`src/design/mpjs_pkg.sv`:
```
`timescale 1ns / 1ps
// Shared types and constants for the multi-policy job scheduler.
// No dependencies.
package mpjs_pkg;

	localparam logic [1:0] OP_ARRIVE = 2'd0;
	localparam logic [1:0] OP_FINISH = 2'd1;
	localparam logic [1:0] OP_EXPIRE = 2'd2;

	localparam logic [2:0] POL_FCFS  = 3'd0;
	localparam logic [2:0] POL_SJF   = 3'd1;
	localparam logic [2:0] POL_PRIO  = 3'd2;
	localparam logic [2:0] POL_PPRIO = 3'd3;
	localparam logic [2:0] POL_PLRT  = 3'd4;
	localparam logic [2:0] POL_RR    = 3'd5;

	localparam logic [47:0] MAX48 = 48'hFFFF_FFFF_FFFF;

	// one job record
	typedef struct packed {
		logic [15:0] id;
		logic [31:0] arrival;
		logic [31:0] length;
		logic [31:0] remaining;
		logic [15:0] prio;
		logic [31:0] first_start;
		logic        has_run;
		logic [31:0] order;
	} job_t;

	// candidate travelling down the selection chain
	typedef struct packed {
		logic  found;
		job_t  job;
	} cand_t;

	// true when a ranks before b under policy pol (key, then arrival; never under round robin)
	function automatic logic key_less(input logic [2:0] pol, input job_t a, input job_t b);
		logic lt, eq;
		begin
			unique case (pol)
				POL_SJF: begin
					lt = a.length < b.length;
					eq = a.length == b.length;
				end
				POL_PRIO, POL_PPRIO: begin
					lt = a.prio < b.prio;
					eq = a.prio == b.prio;
				end
				POL_PLRT: begin
					lt = a.remaining > b.remaining;
					eq = a.remaining == b.remaining;
				end
				default: begin
					lt = 1'b0;
					eq = 1'b1;
				end
			endcase
			if (pol == POL_RR)
				key_less = 1'b0;
			else
				key_less = lt || (eq && (a.arrival < b.arrival));
		end
	endfunction

	// equal keys: compare arrival equality too
	function automatic logic key_equal(input logic [2:0] pol, input job_t a, input job_t b);
		logic eq;
		begin
			unique case (pol)
				POL_SJF:             eq = a.length == b.length;
				POL_PRIO, POL_PPRIO: eq = a.prio == b.prio;
				POL_PLRT:            eq = a.remaining == b.remaining;
				default:             eq = 1'b1;
			endcase
			if (pol == POL_RR)
				key_equal = 1'b1;
			else
				key_equal = eq && (a.arrival == b.arrival);
		end
	endfunction

endpackage

```
`src/design/mpjs_cell.sv`:
```
`timescale 1ns / 1ps
// One slot of the waiting table plus one registered step of the best-job chain.
// Depends on mpjs_pkg.
module mpjs_cell (
	input  logic                clk,
	input  logic                arst_n,
	input  logic [2:0]          pol,
	input  logic                wr,
	input  mpjs_pkg::job_t      wr_job,
	input  logic                clr,
	input  mpjs_pkg::cand_t     cand_in,
	output mpjs_pkg::cand_t     cand_out,
	output logic                lead,
	output logic                valid
);
	logic            valid_q;
	mpjs_pkg::job_t  job_q;
	mpjs_pkg::cand_t cand_q, cand_d;
	logic            lead_q;
	logic            better, take;

	// slot storage
	always_ff @(posedge clk or negedge arst_n) begin
		if (!arst_n)
			valid_q <= 1'b0;
		else if (wr)
			valid_q <= 1'b1;
		else if (clr)
			valid_q <= 1'b0;
	end

	always_ff @(posedge clk) begin
		if (wr)
			job_q <= wr_job;
	end

	// compare own entry against the best so far
	always_comb begin
		better = mpjs_pkg::key_less(pol, job_q, cand_in.job) ||
			(mpjs_pkg::key_equal(pol, job_q, cand_in.job) &&
			 ((job_q.order - cand_in.job.order) >> 31) == 32'd1);
		take = valid_q && (!cand_in.found || better);
		cand_d = cand_in;
		if (take) begin
			cand_d.found = 1'b1;
			cand_d.job   = job_q;
		end
	end

	// hand the best so far to the next cell
	always_ff @(posedge clk or negedge arst_n) begin
		if (!arst_n) begin
			cand_q <= '0;
			lead_q <= 1'b0;
		end else begin
			cand_q <= cand_d;
			lead_q <= take;
		end
	end

	assign cand_out = cand_q;
	assign lead     = lead_q;
	assign valid    = valid_q;
endmodule

```
`config.mk`:
```
export PLATFORM = sky130hd
export DESIGN_NAME = mpjs_cell
export DESIGN_NICKNAME = d
export VERILOG_FILES = /design/src/design/mpjs_pkg.sv /design/src/design/mpjs_cell.sv
export SDC_FILE = /design/constraint.sdc
export NUM_CORES = 1
export LEC_CHECK = 0
export ABC_AREA = 1
export ABC_CLOCK_PERIOD_IN_PS = 4840
export BUFFER_PORTS_ARGS = -buffer_cell sky130_fd_sc_hd__buf_2
export CORE_ASPECT_RATIO = 0.5
export CORE_MARGIN = 2
export CORE_UTILIZATION = 39
export CTS_BUF_LIST = sky130_fd_sc_hd__clkbuf_8
export DETAILED_ROUTE_END_ITERATION = 8
export PLACE_DENSITY_LB_ADDON = 0.12
export RECOVER_POWER = 50
export SLEW_MARGIN = 20
export SYNTH_ARGS = -nofsm -noshare
export SYNTH_HDL_FRONTEND = slang
export SYNTH_SLANG_ARGS = --single-unit
export TNS_END_PERCENT = 5
```
`constraint.sdc`:
```
create_clock -name clk -period 4.84 [get_ports clk]
set_input_delay 0.726 -clock clk [delete_from_list [all_inputs] [get_ports clk]]
set_output_delay 0.726 -clock clk [all_outputs]
set_load 0.01 [all_outputs]
```
**Word-level counts from Yosys, hierarchy flattened**

Cells that the tools add are included.

- $add $sub $neg: 1
- $mul: 0
- Divide/modulo/power cells: 0
- Magnitude comparators: 4
- Equal/unequal tests: 9
- Shift-type cells: 0
- Mux-type cells: 7
- Bitwise gates (word level): 0
- Reductions and logical operators: 10

Operators with widths:

| kind | number |
|---|---|
| $mux W194 | 1 |
| $eq A32 B32 Y1 | 3 |
| $lt A32 B32 Y1 | 2 |
| $gt A32 B32 Y1 | 1 |
| $sub A32 B32 Y32 | 1 |
| $eq A16 B16 Y1 | 1 |
| $lt A16 B16 Y1 | 1 |
| $eq A3 B2 Y1 const B | 2 |
| $eq A3 B3 Y1 const B | 2 |
| $pmux W1 S3 | 2 |
| $logic_and A1 B1 Y1 | 4 |
| $mux W1 | 4 |
| $eq A3 B1 Y1 const B | 1 |
| $logic_or A1 B1 Y1 | 3 |
| $reduce_bool A2 Y1 | 1 |
| $reduce_or A2 Y1 | 1 |
| $logic_not A1 Y1 | 1 |

- Flip-flop bits (word level): 389
- Latch bits: 0
- Memory bits (writable): 0
- Memory bits (read-only): 0
- Input port bits: 394
- Output and inout port bits: 196
- Word-level logic and storage cells: 50
- Memories kept: 0

**Longest topological paths before layout**

- Depth in word-level cells: 10
- Mapped depth: 22
- Depth with buffers taken out: 20

**Worst setup path after synthesis**

No wires, ideal clock.

- Path type: input port to flip-flop
- From: input cand_in[112] (netlist name)
- To: register cand_q, in the netlist cand_out[145]
- Library setup time: 0.117 ns
- Arrival: 2.373 ns
- Required time: 4.723 ns
- Setup slack: 2.350 ns
- Stages on the path: 17
- Path buffers: 2
- Cells stage by stage: inv_1 ha_1 nand2_1 nor2_1 nand2_1 nor2_1 nand4_1 nand3_1 nand3b_1 nand2_1 nand2_1 nand3_2 nand2_2 buf_4 buf_4 nand2_1 nand2_1

RTL lines:

| element | RTL line | text |
|---|---|---|
| from (decl) | mpjs_cell.sv:11 | `input mpjs_pkg::cand_t cand_in,` |
| to (signal assigned) | mpjs_cell.sv:56 | `cand_q <= cand_d;` |
| to (decl) | mpjs_cell.sv:18 | `mpjs_pkg::cand_t cand_q, cand_d;` |

==> key figures <==
STA
  – Relative slew slack: -87.7%
  – Setup violations, final: 0
  – RSZ-0062 raised after global routing: false
  – Clk_skew: 0.0264 ns
  – Slew Viols, Final: 218
  – Minimum clock period: 3.42 ns
  – Final setup TNS: 0 ns
  – Fmax: 292 MHz
  – Slew @ Worst Pin: 2.82 ns
  – Final Hold Fails: 0
  – Tcrit/Tclk final: 70.7%

Synthesis
  – Sequential fraction of the synthesis area: 61.5%
  – Most frequent cell after synthesis: nand2_1
  – Post-synthesis register bit count: 389
  – Async set-reset flop share out of synthesis: 50.4%
  – Ranking of synthesized cells by area: edfxtp_1 33%, dfrtp_1 28%, nand2_1 11%, ha_1 10%, nand3_1 6.0%
  – Syn_nets: 2,212
  – Mapped Cells: 1,676
  – Share of the synthesized area in the top cell type: 33.3%
  – Number of synthesized flops with an enable pin: 193
  – Avg Inst Size Synth: 10.4 um^2
  – Unique cell type count in the Yosys netlist: 29
  – Synth top cells by count: 532 x nand2_1, 208 x nand3_1, 196 x dfrtp_1, 193 x edfxtp_1, 181 x inv_1
  – YS warnings: 0
  – Most used DFF post-synth: dfrtp_1
  – Post-synthesis cell area: 17,400 um^2
  – Area leader, netlist: edfxtp_1

Floorplan
  – Die ar.: 46,400 um^2
  – Die width: 303 um
  – I/O Pins: 590
  – Cell Rows: 54
  – Core area: 43,800 um^2
  – Initial Utilization: 39.7%
  – Chip height: 153 um

Setup path
  – Critical-path top delay cell: clkbuf_2
  – Max Fanout on Critical Path: 90
  – CP delay by family, top: buffers and inverters
  – Slowest stage delay, CP: 1.75 ns
  – Critical Path AT: 3.84 ns
  – CP startpoint kind: input port
  – Crit path buf inv count: 2
  – Crit Path Class: in2async
  – Crit path required time: 5.25 ns
  – CP cell instances: clkbuf_2 -> clkbuf_1
  – Crit path capture type: async pin

Power and ir drop
  – Worst vdd ir: 0.000199 V
  – Leakage: 0.0117 uW
  – Overall Power: 8210 uW
  – Pwr dens: 371 nW/um^2

Finish
  – Filler cells: 4,162
  – Area Overhead vs Synth: 27.0%
  – Fraction of layout instances using a drive strength above 1: 29.3%
  – Final #Nets: 2,811
  – Post-Layout Cell Count: 2,936

CTS
  – # Post-CTS Setup Buffers: 0
  – H-tree levels: 2
  – Clk slew on worst S/H paths: 0.07 ns
  – Root buf cell: clkbuf_8
  – Sink Count: 389
  – CTS tree: done
  – CTS Buf Count: 59
  – Hold Buf Count CTS: 0
  – Clock buffer depth: 3
  – Worst-Skew Late Latency: 0.63 ns
  – Gates resized, CTS repair: 0

Global route
  – Vias in the first global route: 13,447
  – Tot GR Track Use: 21.9%
  – Antenna violations before repair: 24
  – Largest net degree at the start of global routing: 194
  – Total gr overflow: 0
  – Wire length of the first global-routing pass: 77,300 um

Placement
  – Buffers on Ports: 589
  – RD Place Congestion: 0.855
  – DP Cell Count: 2,802
  – Hpwl dp: 36,400 um

Routing
  – Iter 0 DRT Violations: 776
  – Post-route antenna net violation count: 0
  – Drt drc: 0
  – Via count: 13,498
  – Drt via density: 4.60
  – Drt wl/cell: 17.5 um
  – Detailed Route WL: 51,500 um
  – Drt first pass iters: 5

Flow run
  – MaxCap Viol Count: 3

Run status
  – Failing checks: capacitance limit, slew limit
  – Status: finished, violations left

Hold path
  – HP Class: in2reg
logic make-up (layout without fill, tap and decap cells):
family / count (synthesis) / count (layout) / synth area share [%]
xor+xnor: 1 / 1 / 0.0503
compound gates: 96 / 96 / 3.05
buf+inv: 245 / 893 / 6.07
simple gates: 803 / 803 / 19.1
fa+ha+maj: 142 / 142 / 10.2
flops: 389 / 389 / 61.5
other cells: 0 / 24 / 0
registers in the layout (all words and copies together) (netlist names):
signal and flops:
lead 1, job_q 193, valid 1, cand_out 194
layout make-up:
class                      instances  area (um^2)  share of cell area (%)
clock buffer                      75         1030                    4.67
sequential                       389        10700                    48.4
clock inverter                    35          146                   0.662
timing repair buffer             602         3080                    13.9
multi-input combinational       1042         5670                    25.6
antenna                           24         60.1                   0.272
tap                              588          736                    3.33
inverter                         181          679                    3.07
through the flow:
step	hold WS, ns	utilization, %	worst slack [ns]	instance area (um^2)
3_3_place_gp	0.458	47.7	1.24	20900
4_1_cts	0.173	50.4	1.63	22100
6_report	0.266	50.5	1.42	22100
3_5_place_dp	0.464	47.7	1.20	20900
5_1_grt	0.221	50.5	0.792	22100
2_1_floorplan	0.430	-	2.35	17400
path summary, 6_finish.rpt:
path | from | end | slack (ns) | depth (start not counted)
setup / recovery | arst_n | cand_out[139] | 1.42 | 2
hold / removal | wr_job[136] | job_q[136] | 0.27 | 1
setup reg to reg | job_q[112] | cand_out[18] | 1.67 | 14
hold reg to reg | job_q[180] | cand_out[180] | 0.47 | 2
max in group clk | wr | job_q[69] | 1.61 | 2
min in group asynchronous | arst_n | cand_out[6] | 0.87 | 1
routing by layer:
| metal | vias up | global-route usage [%] | part of all wire, % |
|---|---|---|---|
| met5 | - | 0 | 0 |
| met4 | 0 | 11.0 | 3.8 |
| met3 | 111 | 4.15 | 4.5 |
| met2 | 318 | 38.6 | 53 |
| met1 | 6315 | 25.5 | 38 |
| li1 | 6754 | - | - |
cells in the final DEF (no fill, tap or decap), types with 5 or more instances in the layout:
master,n
buf_2,581
nand2_1,532
inv_1,208
nand3_1,208
dfrtp_1,195
edfxtp_1,193
ha_1,142
clkbuf_8,75
a21oi_1,63
nor2_1,43
diode_2,24
o21ai_0,13
nand4_1,10
o21a_1,9
clkbuf_1,7
buf_4,7
o21bai_1,6
clkinv_2,5
report_power, final:
group,leakage (uW),total [uW],internal [uW],switching [uW]
clock network,0.000709,2720,1390,1330
logic,0.00679,1480,573,902
registers,0.00423,4010,3870,142
total,0.0117,8210,5830,2380
(Power assumes the default switching activity.)
